`config.mk`:
```
export PLATFORM = sky130hd
export DESIGN_NAME = resp_command_stream_parser
export DESIGN_NICKNAME = d
export VERILOG_FILES = /design/src/rtl/core/rcsp_pkg.sv /design/src/rtl/core/rcsp_step.sv /design/src/rtl/core/resp_command_stream_parser.sv
export SDC_FILE = /design/constraint.sdc
export NUM_CORES = 1
export LEC_CHECK = 0
export ABC_CLOCK_PERIOD_IN_PS = 3900
export BUFFER_PORTS_ARGS = -buffer_cell sky130_fd_sc_hd__buf_2
export CAP_MARGIN = 10
export CORE_MARGIN = 3
export CORE_UTILIZATION = 55
export CTS_BUF_LIST = sky130_fd_sc_hd__clkbuf_8
export DETAILED_ROUTE_END_ITERATION = 8
export HOLD_SLACK_MARGIN = 0.15
export PLACE_DENSITY_LB_ADDON = 0.05
export SETUP_SLACK_MARGIN = 0.02
export SLEW_MARGIN = 5
export SYNTH_ARGS = -nofsm -noshare
export SYNTH_HDL_FRONTEND = slang
export SYNTH_SLANG_ARGS = --single-unit
```
`constraint.sdc`:
```
create_clock -name clk -period 3.9 [get_ports clk]
set_input_delay 0.195 -clock clk [delete_from_list [all_inputs] [get_ports clk]]
set_output_delay 0.195 -clock clk [all_outputs]
set_load 0.03 [all_outputs]
```
`src/rtl/core/rcsp_pkg.sv`:
```
package rcsp_pkg;

	// build-time limits and register reset values
	localparam int ArgsDefault = 64;
	localparam int BulkDefault = 1024 * 1024;
	localparam int LineMaxSpan = 20;
	localparam logic [6:0]  CfgArgsReset = 7'd64;
	localparam logic [20:0] CfgBulkReset = 21'h100000;

	// accumulator saturates just above any limit a 21-bit register can hold
	localparam int AccW = 22;
	localparam logic [AccW-1:0] AccSat = 22'h200000;

	// stream characters
	localparam logic [7:0] CH_STAR   = 8'h2A;
	localparam logic [7:0] CH_DOLLAR = 8'h24;
	localparam logic [7:0] CH_CR     = 8'h0D;
	localparam logic [7:0] CH_LF     = 8'h0A;
	localparam logic [7:0] CH_TAB    = 8'h09;
	localparam logic [7:0] CH_SPACE  = 8'h20;
	localparam logic [7:0] CH_PLUS   = 8'h2B;
	localparam logic [7:0] CH_MINUS  = 8'h2D;
	localparam logic [7:0] CH_ZERO   = 8'h30;
	localparam logic [7:0] CH_NINE   = 8'h39;

	typedef enum logic [3:0] {
		PH_STAR,
		PH_COUNT,
		PH_COUNT_CR,
		PH_DOLLAR,
		PH_LEN,
		PH_LEN_CR,
		PH_PAYLOAD,
		PH_CR,
		PH_LF
	} phase_t;

	typedef enum logic [2:0] {
		KIND_FRAME,
		KIND_PAYLOAD,
		KIND_DONE,
		KIND_ERROR,
		KIND_IGNORED
	} kind_t;

	typedef struct packed {
		logic [AccW-1:0] accum;
		logic [4:0]      span;
		logic            sign;
		logic            digit;
		logic            neg;
	} line_t;

	typedef struct packed {
		logic  ok;
		line_t line;
	} line_step_t;

	typedef struct packed {
		phase_t      phase;
		line_t       line;
		logic [6:0]  args_rem;
		logic [5:0]  cur_arg;
		logic [6:0]  count;
		logic [20:0] pay_rem;
		logic [20:0] cur_len;
		logic [23:0] byte_cnt;
		logic        err;
	} parse_state_t;

	typedef struct packed {
		kind_t       kind;
		logic [5:0]  arg_index;
		logic [20:0] arg_length;
		logic [7:0]  payload_byte;
		logic        last;
		logic [6:0]  arg_count;
		logic [23:0] command_bytes;
	} result_t;

	function automatic parse_state_t state_idle();
		parse_state_t s;
		s = '0;
		s.phase = PH_STAR;
		return s;
	endfunction

	// one character of a count or length line
	function automatic line_step_t line_char(line_t ln, logic [7:0] c);
		line_step_t r;
		logic [AccW+3:0] prod;
		logic flags_clear;
		r = '0;
		r.line = ln;
		flags_clear = !ln.sign && !ln.digit && !ln.neg;
		prod = ({4'b0, ln.accum} << 3) + ({4'b0, ln.accum} << 1) + (AccW+4)'(c[3:0]);
		if (ln.span >= 5'(LineMaxSpan)) begin
			r.ok = 1'b0;
		end else begin
			r.line.span = ln.span + 5'd1;
			if (c inside {CH_SPACE, [CH_TAB:CH_CR]}) begin
				r.ok = flags_clear;
			end else if (c inside {CH_PLUS, CH_MINUS}) begin
				r.ok = flags_clear;
				r.line.sign = 1'b1;
				r.line.neg = (c == CH_MINUS);
			end else if (c inside {[CH_ZERO:CH_NINE]}) begin
				r.ok = 1'b1;
				r.line.digit = 1'b1;
				if (prod >= (AccW+4)'(AccSat)) begin
					r.line.accum = AccSat;
				end else begin
					r.line.accum = prod[AccW-1:0];
				end
			end else begin
				r.ok = 1'b0;
			end
		end
		return r;
	endfunction

	// finished line against a limit; minus zero passes
	function automatic logic line_value_ok(line_t ln, logic [20:0] limit);
		return ln.digit && !(ln.neg && ln.accum != '0) && (ln.accum <= {1'b0, limit});
	endfunction

endpackage

```
`src/rtl/core/rcsp_step.sv`:
```
module rcsp_step (
	input  rcsp_pkg::parse_state_t st,
	input  logic [7:0]             data_byte,
	input  logic [6:0]             lim_args,
	input  logic [20:0]            lim_bulk,
	output rcsp_pkg::parse_state_t st_next,
	output rcsp_pkg::result_t      res
);
	import rcsp_pkg::*;

	line_step_t   lc_byte;
	line_step_t   lc_cr;
	line_step_t   lc_cr_byte;
	parse_state_t upd;
	logic         ok;
	logic         done;
	logic [20:0]  pay_dec;
	logic [6:0]   args_dec;

	// plain character, and a stray cr followed by this byte
	assign lc_byte    = line_char(st.line, data_byte);
	assign lc_cr      = line_char(st.line, CH_CR);
	assign lc_cr_byte = line_char(lc_cr.line, data_byte);

	assign pay_dec  = (st.pay_rem != '0) ? st.pay_rem - 21'd1 : '0;
	assign args_dec = (st.args_rem != '0) ? st.args_rem - 7'd1 : '0;

	always_comb begin
		upd = st;
		ok = 1'b1;
		done = 1'b0;
		res = '0;
		res.kind = KIND_FRAME;
		upd.byte_cnt = (st.byte_cnt != '1) ? st.byte_cnt + 24'd1 : st.byte_cnt;
		if (st.err) begin
			res.kind = KIND_IGNORED;
		end else begin
			case (st.phase)
				PH_STAR: begin
					ok = (data_byte == CH_STAR);
					if (ok) begin
						upd.phase = PH_COUNT;
						upd.line = '0;
					end
				end
				PH_DOLLAR: begin
					ok = (data_byte == CH_DOLLAR);
					if (ok) begin
						upd.phase = PH_LEN;
						upd.line = '0;
					end
				end
				PH_COUNT, PH_LEN: begin
					if (data_byte == CH_CR) begin
						upd.phase = (st.phase == PH_COUNT) ? PH_COUNT_CR : PH_LEN_CR;
					end else begin
						ok = lc_byte.ok;
						upd.line = lc_byte.line;
					end
				end
				PH_COUNT_CR, PH_LEN_CR: begin
					if (data_byte == CH_LF) begin
						if (st.phase == PH_COUNT_CR) begin
							ok = line_value_ok(st.line, {14'b0, lim_args});
							if (ok) begin
								upd.count = st.line.accum[6:0];
								upd.args_rem = st.line.accum[6:0];
								upd.cur_arg = '0;
								if (st.line.accum == '0) begin
									done = 1'b1;
								end else begin
									upd.phase = PH_DOLLAR;
								end
							end
						end else begin
							ok = line_value_ok(st.line, lim_bulk);
							if (ok) begin
								upd.cur_len = st.line.accum[20:0];
								upd.pay_rem = st.line.accum[20:0];
								upd.phase = (st.line.accum != '0) ? PH_PAYLOAD : PH_CR;
							end
						end
					end else begin
						// the earlier cr was a line character after all
						ok = lc_cr.ok;
						upd.line = lc_cr.line;
						if (lc_cr.ok && data_byte != CH_CR) begin
							ok = lc_cr_byte.ok;
							upd.line = lc_cr_byte.line;
							upd.phase = (st.phase == PH_COUNT_CR) ? PH_COUNT : PH_LEN;
						end
					end
				end
				PH_PAYLOAD: begin
					res.kind = KIND_PAYLOAD;
					res.payload_byte = data_byte;
					upd.pay_rem = pay_dec;
					if (pay_dec == '0) begin
						res.last = 1'b1;
						upd.phase = PH_CR;
					end
				end
				PH_CR: begin
					ok = (data_byte == CH_CR);
					if (ok) begin
						upd.phase = PH_LF;
					end
				end
				PH_LF: begin
					ok = (data_byte == CH_LF);
					if (ok) begin
						upd.args_rem = args_dec;
						if (args_dec == '0) begin
							done = 1'b1;
						end else begin
							upd.cur_arg = st.cur_arg + 6'd1;
							upd.phase = PH_DOLLAR;
						end
					end
				end
				default: begin
					ok = 1'b0;
				end
			endcase
			if (!ok) begin
				upd.err = 1'b1;
				res.kind = KIND_ERROR;
				res.payload_byte = '0;
				res.last = 1'b0;
			end else if (done) begin
				res.kind = KIND_DONE;
			end
		end
		res.arg_index = upd.cur_arg;
		res.arg_length = upd.cur_len;
		res.arg_count = upd.count;
		res.command_bytes = upd.byte_cnt;
	end

	// per-command state clears once the completing beat is reported
	assign st_next = done ? state_idle() : upd;

endmodule

```
`src/rtl/core/resp_command_stream_parser.sv`:
```
// channel   dir  handshake          contents
// s_*       in   s_tvalid/s_tready  tdata[7:0] data_byte
// m_*       out  m_tvalid/m_tready  tdata arg_index..command_bytes, tuser kind, tlast last_of_arg
// apb       in   psel/penable       0x0 max_args, 0x4 bulk length cap, pready tied high
//
// one byte in per cycle unless m stalls, one result per byte; input stage, then result stage
// throughput one beat per cycle unless m stalls, set by the single parser state update per byte
// arst_n clears parser state and both stage valids, limits go to 64 and 1048576
// a stalled m side holds the result; the input stage keeps taking beats until both stages fill
module resp_command_stream_parser #(
	parameter int MAX_ARGS = rcsp_pkg::ArgsDefault,
	parameter int MAX_BULK = rcsp_pkg::BulkDefault
) (
	input  logic        clk,
	input  logic        arst_n,
	// stream in
	input  logic        s_tvalid,
	output logic        s_tready,
	input  logic [7:0]  s_tdata,   // [7:0] data_byte
	// stream out
	output logic        m_tvalid,
	input  logic        m_tready,
	// [5:0] arg_index, [26:6] arg_length, [34:27] payload_byte,
	// [41:35] arg_count, [65:42] command_bytes, [71:66] zero
	output logic [71:0] m_tdata,
	output logic [2:0]  m_tuser,   // [2:0] kind
	output logic        m_tlast,   // last_of_arg
	// configuration
	input  logic        psel,
	input  logic        penable,
	input  logic        pwrite,
	input  logic [2:0]  paddr,
	input  logic [31:0] pwdata,
	output logic [31:0] prdata,
	output logic        pready
);
	import rcsp_pkg::*;

	localparam logic REG_MAX_ARGS = 1'b0;
	localparam logic REG_MAX_BULK = 1'b1;

	// config registers
	logic [6:0]  max_args_q;
	logic [20:0] bulk_cap_q;
	logic [6:0]  lim_args;
	logic [20:0] lim_bulk;
	logic        cfg_wr;

	// pipeline
	logic         valid_s1;
	logic [7:0]   byte_s1;
	logic         valid_s2;
	result_t      res_s2;
	logic         adv_s2;
	logic         move_s1;

	parse_state_t state_q;
	parse_state_t state_next;
	result_t      res;

	// apb: write on the access phase, word-addressed
	assign pready = 1'b1;
	assign cfg_wr = psel && penable && pwrite && pready;

	always_ff @(posedge clk or negedge arst_n) begin
		if (!arst_n) begin
			max_args_q <= CfgArgsReset;
			bulk_cap_q <= CfgBulkReset;
		end else if (cfg_wr) begin
			case (paddr[2])
				REG_MAX_ARGS: max_args_q <= pwdata[6:0];
				REG_MAX_BULK: bulk_cap_q <= pwdata[20:0];
				default: ;
			endcase
		end
	end

	always_comb begin
		case (paddr[2])
			REG_MAX_ARGS: prdata = {25'b0, max_args_q};
			REG_MAX_BULK: prdata = {11'b0, bulk_cap_q};
			default: prdata = '0;
		endcase
	end

	// limit in use is the smaller of the register and the build-time cap
	assign lim_args = (32'(max_args_q) > MAX_ARGS) ? 7'(MAX_ARGS) : max_args_q;
	assign lim_bulk = (32'(bulk_cap_q) > MAX_BULK) ? 21'(MAX_BULK) : bulk_cap_q;

	// flow: result stage frees when empty or taken, input stage moves into it
	assign adv_s2   = !valid_s2 || m_tready;
	assign move_s1  = valid_s1 && adv_s2;
	assign s_tready = !valid_s1 || adv_s2;

	always_ff @(posedge clk or negedge arst_n) begin
		if (!arst_n) begin
			valid_s1 <= 1'b0;
		end else if (s_tvalid && s_tready) begin
			valid_s1 <= 1'b1;
		end else if (move_s1) begin
			valid_s1 <= 1'b0;
		end
	end

	always_ff @(posedge clk) begin
		if (s_tvalid && s_tready) begin
			byte_s1 <= s_tdata;
		end
	end

	// parser step for the byte leaving the input stage
	rcsp_step u_step (
		.st        (state_q),
		.data_byte (byte_s1),
		.lim_args  (lim_args),
		.lim_bulk  (lim_bulk),
		.st_next   (state_next),
		.res       (res)
	);

	always_ff @(posedge clk or negedge arst_n) begin
		if (!arst_n) begin
			state_q <= state_idle();
		end else if (move_s1) begin
			state_q <= state_next;
		end
	end

	always_ff @(posedge clk or negedge arst_n) begin
		if (!arst_n) begin
			valid_s2 <= 1'b0;
		end else if (adv_s2) begin
			valid_s2 <= valid_s1;
		end
	end

	always_ff @(posedge clk) begin
		if (move_s1) begin
			res_s2 <= res;
		end
	end

	assign m_tvalid = valid_s2;
	assign m_tdata  = {6'b0, res_s2.command_bytes, res_s2.arg_count, res_s2.payload_byte,
		res_s2.arg_length, res_s2.arg_index};
	assign m_tuser  = res_s2.kind;
	assign m_tlast  = res_s2.last;

endmodule

```
Word level (Yosys, flattened, before mapping)
Index checks and enable logic that the tools add are counted.
{"block": "totals", "regBits": 229, "output_inout_bits": 111, "wordCells": 211}
{"block": "op_classes", "n_bitwise": 3, "muxes": 80, "n_eq_ne": 39, "n_lt_le_gt_ge": 11, "add_sub_neg": 8, "reduce_logical": 45}
{"op": "$mux 121", "n": 1}
{"op": "$mux 30", "n": 4}
{"op": "$pmux 30 s4", "n": 1}
{"op": "$mux 34", "n": 3}
{"op": "$mux 96", "n": 1}
{"op": "$mux 22", "n": 4}
{"op": "$mux 42", "n": 2}
{"op": "$pmux 32 s2", "n": 1}
{"op": "$mux 21", "n": 3}
{"op": "$mux 62", "n": 1}
{"op": "$pmux 21 s2", "n": 1}
{"op": "$eq 8x6->1 const B", "n": 5}
{"op": "$mux 20", "n": 2}
{"op": "$mux 4", "n": 10}
{"op": "$ne 3x1->1 const B", "n": 11}
{"op": "$mux 1", "n": 30}
{"op": "$pmux 4 s7", "n": 1}
{"op": "$add 25x23->26", "n": 1}
{"op": "$add 26x4->26", "n": 1}
{"op": "$ge 26x22->1 const B", "n": 1}
{"op": "$pmux 13 s2", "n": 1}
{"op": "$add 24x1->24 const B", "n": 1}
{"op": "$mux 24", "n": 1}
{"op": "$ne 24x24->1 const B", "n": 1}
{"op": "other kinds (54)", "n": 98}

Depth between registers and ports, before layout
{"block": "logic_depth", "ltp_word": 13, "depth_mapped": 14, "ltp_nobuf": 13}

Cells and area by module
A second synthesis with hierarchy kept.
{"block": "unflattened", "hier_cells": 1578, "area_unflattened_um2": 15965.3}
{"mod": "resp_command_stream_parser", "cells_each": 475, "seq_area_each_um2": 6123.4, "n_inst": 1, "area_each_um2": 8828.5}
{"mod": "rcsp_step", "cells_each": 1103, "seq_area_each_um2": 0.0, "n_inst": 1, "area_each_um2": 7136.8}

Worst setup path before layout
No wires, ideal clock.
{"block": "synth_path", "kind": "register to register", "from": "register valid_s2, in the netlist m_tvalid", "to": "register state_q[20] (netlist name)", "setup_ns": 0.132, "stages_incl_launch_ff": 8, "arrival_ns": 3.486, "t_required_ns": 3.768, "slack_ns": 0.281, "cell_sequence": "dfrtp_1 -> nand2b_1 -> nand2_1 -> inv_1 -> clkbuf_1 -> o21ai_0 -> nand2_1 -> o31ai_1"}
{"block": "synth_via", "elab_chain_len": 3}
{"element": "start: declaration", "line_no": "resp_command_stream_parser.sv:52", "source": "logic valid_s2;"}
{"element": "start signal: assignment", "line_no": "resp_command_stream_parser.sv:133", "source": "valid_s2 <= valid_s1;"}
{"element": "$logic_not 1->1", "line_no": "resp_command_stream_parser.sv:91", "source": "assign adv_s2 = !valid_s2 || m_tready;"}
{"element": "$logic_or 1x1->1", "line_no": "resp_command_stream_parser.sv:91"}
{"element": "$logic_and 1x1->1", "line_no": "resp_command_stream_parser.sv:92", "source": "assign move_s1 = valid_s1 && adv_s2;"}
{"element": "named net move_s1", "line_no": "resp_command_stream_parser.sv:55", "source": "logic move_s1;"}
{"element": "end signal: assignment", "line_no": "resp_command_stream_parser.sv:123", "source": "state_q <= state_idle();"}
{"element": "end signal: assignment", "line_no": "resp_command_stream_parser.sv:125", "source": "state_q <= state_next;"}
{"element": "end: declaration", "line_no": "resp_command_stream_parser.sv:57", "source": "parse_state_t state_q;"}
The timed path passes the listed nets, and every way through them passes these cells.
A chain may end at the register's enable or synchronous reset.

==> impl_metrics.json <==
{
  "cp.arrival_ns": 4.12,
  "globalRoute.totalOverflow": 0,
  "avgSynthCellArea_um2": 9.828,
  "nFillCells": 2048,
  "status": "complete, no violations",
  "groute.layer.met3.usage": 0.04367,
  "seq_area_frac_synth": 0.4321,
  "slew_headroom": 0.2201,
  "root_buffer": "clkbuf_8",
  "buffer_ports.inserted": 129,
  "rows": 58,
  "synth_top_area_share": 0.2631,
  "met2_usage": 0.4526,
  "grt_pass1_vias": 11980,
  "ys_ff_latch": 229,
  "synth_warnings": 0,
  "fp.dieH_um": 166.5,
  "num_vias": 12330,
  "grt_max_degree": 80,
  "min_period_over_period": 0.9494,
  "wl_per_cell_um": 19.58,
  "nNetsFinal": 1785,
  "core_um2": 25250,
  "final_hold_viol_count": 0,
  "met1_usage": 0.3798,
  "cp-start-kind": "flop",
  "finClkSkew_ns": 0.01801,
  "cts_sinks": 229,
  "first_pass_iters": 5,
  "fin_crit_ns": 3.703,
  "power_density_nw_per_um2": 350.9,
  "layout-drive-gt1-share": 0.2262,
  "synthSimpleGateAreaFrac": 0.1745,
  "synth_mux_area_frac": 0.06312,
  "maxCapViolCount": 0,
  "worstPathRequired_ns": 4.32,
  "worstMarginPinSlew_ns": 1.167,
  "drc": 0,
  "wirelength_mm": 39.44,
  "peakVddDrop_uv": 335.2,
  "top_usage_layer": "met2",
  "io_pins": 161,
  "synth_xor_xnor_area_share": 0.03399,
  "register_area_um2": 6125,
  "h-tree-depth": 2,
  "routed_via_density": 6.121,
  "worstPathMaxFanout": 5,
  "cts_tree": "done",
  "yosys.cell_types.count": 84,
  "drv_slew": 0,
  "yosysTopAreaCell": "dfrtp_1",
  "clk_pin_slew_worst_paths_ns": 0.06,
  "drt_iter0_markers": 866,
  "synth-adder-area-share": 0.07257,
  "p_leak_nw": 7.489,
  "synth_top_family_by_area": "compound AO/OA/AOI/OAI gates",
  "track_usage": 0.2758,
  "yosysMostFrequentCell": "dfrtp_1",
  "num_antenna_cells": 0,
  "clkLatencyLatePin_ns": 0.54,
  "setup_viol": 0,
  "p_total_mw": 5.932,
  "min_path_type": "input port to asynchronous set/reset pin",
  "final_cells": 2014,
  "die_area_um2": 27730,
  "fmax_mhz": 270.1,
  "synthToLayoutAreaGrowth_pct": 19.27,
  "synth_flop_cell": "dfrtp_1",
  "synth_compound_area_frac": 0.1833,
  "synth_edf_count": 78,
  "synthTopCellsByCount": "dfrtp_1 (149), nand2_1 (128), o21ai_0 (115)",
  "initial_utilization": 0.5612,
  "criticalPathCategory": "flop to flop",
  "postSynthCellCount": 1442,
  "end_kind": "flop",
  "die_w_um": 166.5,
  "syn-cell-area_um2": 14170,
  "grt_pass1_wl_mm": 63.22,
  "yosys-top-cells-area": "dfrtp_1 (26%), edfxtp_1 (17%), ha_1 (7.0%), mux2_2 (5.5%), o21ai_0 (4.1%)",
  "antenna_found_initial": 0,
  "multi_input_area_um2": 7724,
  "numCtsBuffers": 40,
  "async_reset_ff_frac": 0.6594,
  "drtAntennaViolNets": 0,
  "routabilityCongestion": 0.9116,
  "dpl.cell_count": 1899,
  "hpwlAfterDp_mm": 26.64,
  "cts_buffer_depth": 3
}
cell usage in the layout (no fill, tap or decap), drive strengths merged, types with 21 or more instances in the layout:
cell type,netlist,final
clkbuf,58,48
ha,79,79
dlygate4sd3,0,33
a21oi,71,71
o31ai,22,22
and2,30,30
nor2,82,82
edfxtp,78,78
xor2,22,22
a22o,48,48
xnor2,33,33
nand2,128,128
dfrtp,149,149
nand3,28,28
nand2b,21,21
buf,37,212
mux2,75,75
o21ai,140,140
nor4,31,31
nand4,29,29
nor3,40,40
inv,29,45
metal layers:
metal	vias up	routed length [um]
met5	-	0
met4	0	1150
met3	80	2755
met2	493	18600
met1	5942	16940
li1	5812	-
cell families after synthesis:
logic type                 after synthesis
and+or+nand+nor                        472
AOI/OAI and AO/OA                      398
DFF                                    229
buffers and inverters                  125
adders and majority gates               81
muxes                                   80
xor gates and xnor gates                55
other                                    2
layout make-up:
class	instances	area share
multi-input cells	1104	0.4569
flip-flops and latches	229	0.3623
repair buffers	249	0.1038
clock buffers	44	0.03583
well taps	330	0.02443
clock inverters	28	0.009993
inverters	30	0.006736
metrics by stage:
| step | instance area (um^2) | setup WS [ns] | TNS (ns) | util | hold WS (ns) |
|---|---|---|---|---|---|
| 6_report | 16900 | 0.1973 | 0 | 0.6693 | 0.2444 |
| 5_1_grt | 16900 | -0.04070 | -0.6612 | 0.6693 | 0.3147 |
| 4_1_cts | 16590 | 0.04844 | 0 | 0.6569 | 0.2670 |
| 3_5_place_dp | 15480 | 0.07114 | 0 | 0.6131 | 0.2722 |
| 3_3_place_gp | 15480 | 0.1032 | 0 | 0.6131 | 0.2649 |
| 2_1_floorplan | 14230 | 0.2812 | 0 | - | -0.1006 |
power breakdown:
part / leakage, nW / internal (mW) / switching (mW)
registers: 2.79 / 2.67 / 0.138
clock network: 0.452 / 1.17 / 1.00
logic: 4.24 / 0.359 / 0.597
total: 7.49 / 4.19 / 1.74
sequential cells by signal, indices dropped and copies added (netlist names):
name        count
m_tuser         3
byte_s1         8
m_tvalid        1
bulk_cap_q     21
m_tlast         1
m_tdata        66
state_q       121
valid_s1        1
max_args_q      7
critical path: stages (launching register included):
cell and delay [ns]:
dfrtp_1 0.40, nor4_2 0.29, nand2_1 0.12, o21ai_2 0.21, buf_6 0.15, nand2_2 0.05
ha_1 0.27, nand4b_1 0.13, nor4_2 0.33, and4_1 0.25, a41oi_2 0.06, clkbuf_16 0.21
nor2_4 0.09, and4_4 0.32, clkbuf_16 0.18, mux2_4 0.31, a22o_1 0.20
path summary, 6_finish.rpt:
| check | slack (ns) | endpoint | startpoint | depth (start not counted) |
|---|---|---|---|---|
| worst max register to register | 0.20 | state_q[44] | bulk_cap_q[6] | 16 |
| min in group clk | 0.34 | max_args_q[2] | pwrite | 3 |
| worst min-delay path | 0.24 | state_q[93] | arst_n | 2 |
| worst min register to register | 0.50 | m_tvalid | valid_s1 | 1 |
| max in group asynchronous | 2.72 | max_args_q[6] | arst_n | 3 |
| worst max-delay path | 0.20 | state_q[44] | bulk_cap_q[6] | 16 |
repair_timing:
| item | CTS | global route |
|---|---|---|
| resized for setup | 0 | 45 |
| endpoints found under the setup margin | 0 | 86 |
| hold buffers | 33 | 0 |
| buffers inserted | 0 | 5 |
| hold endpoints to repair | 110 | 0 |
Power figures use the tool's default switching activity.
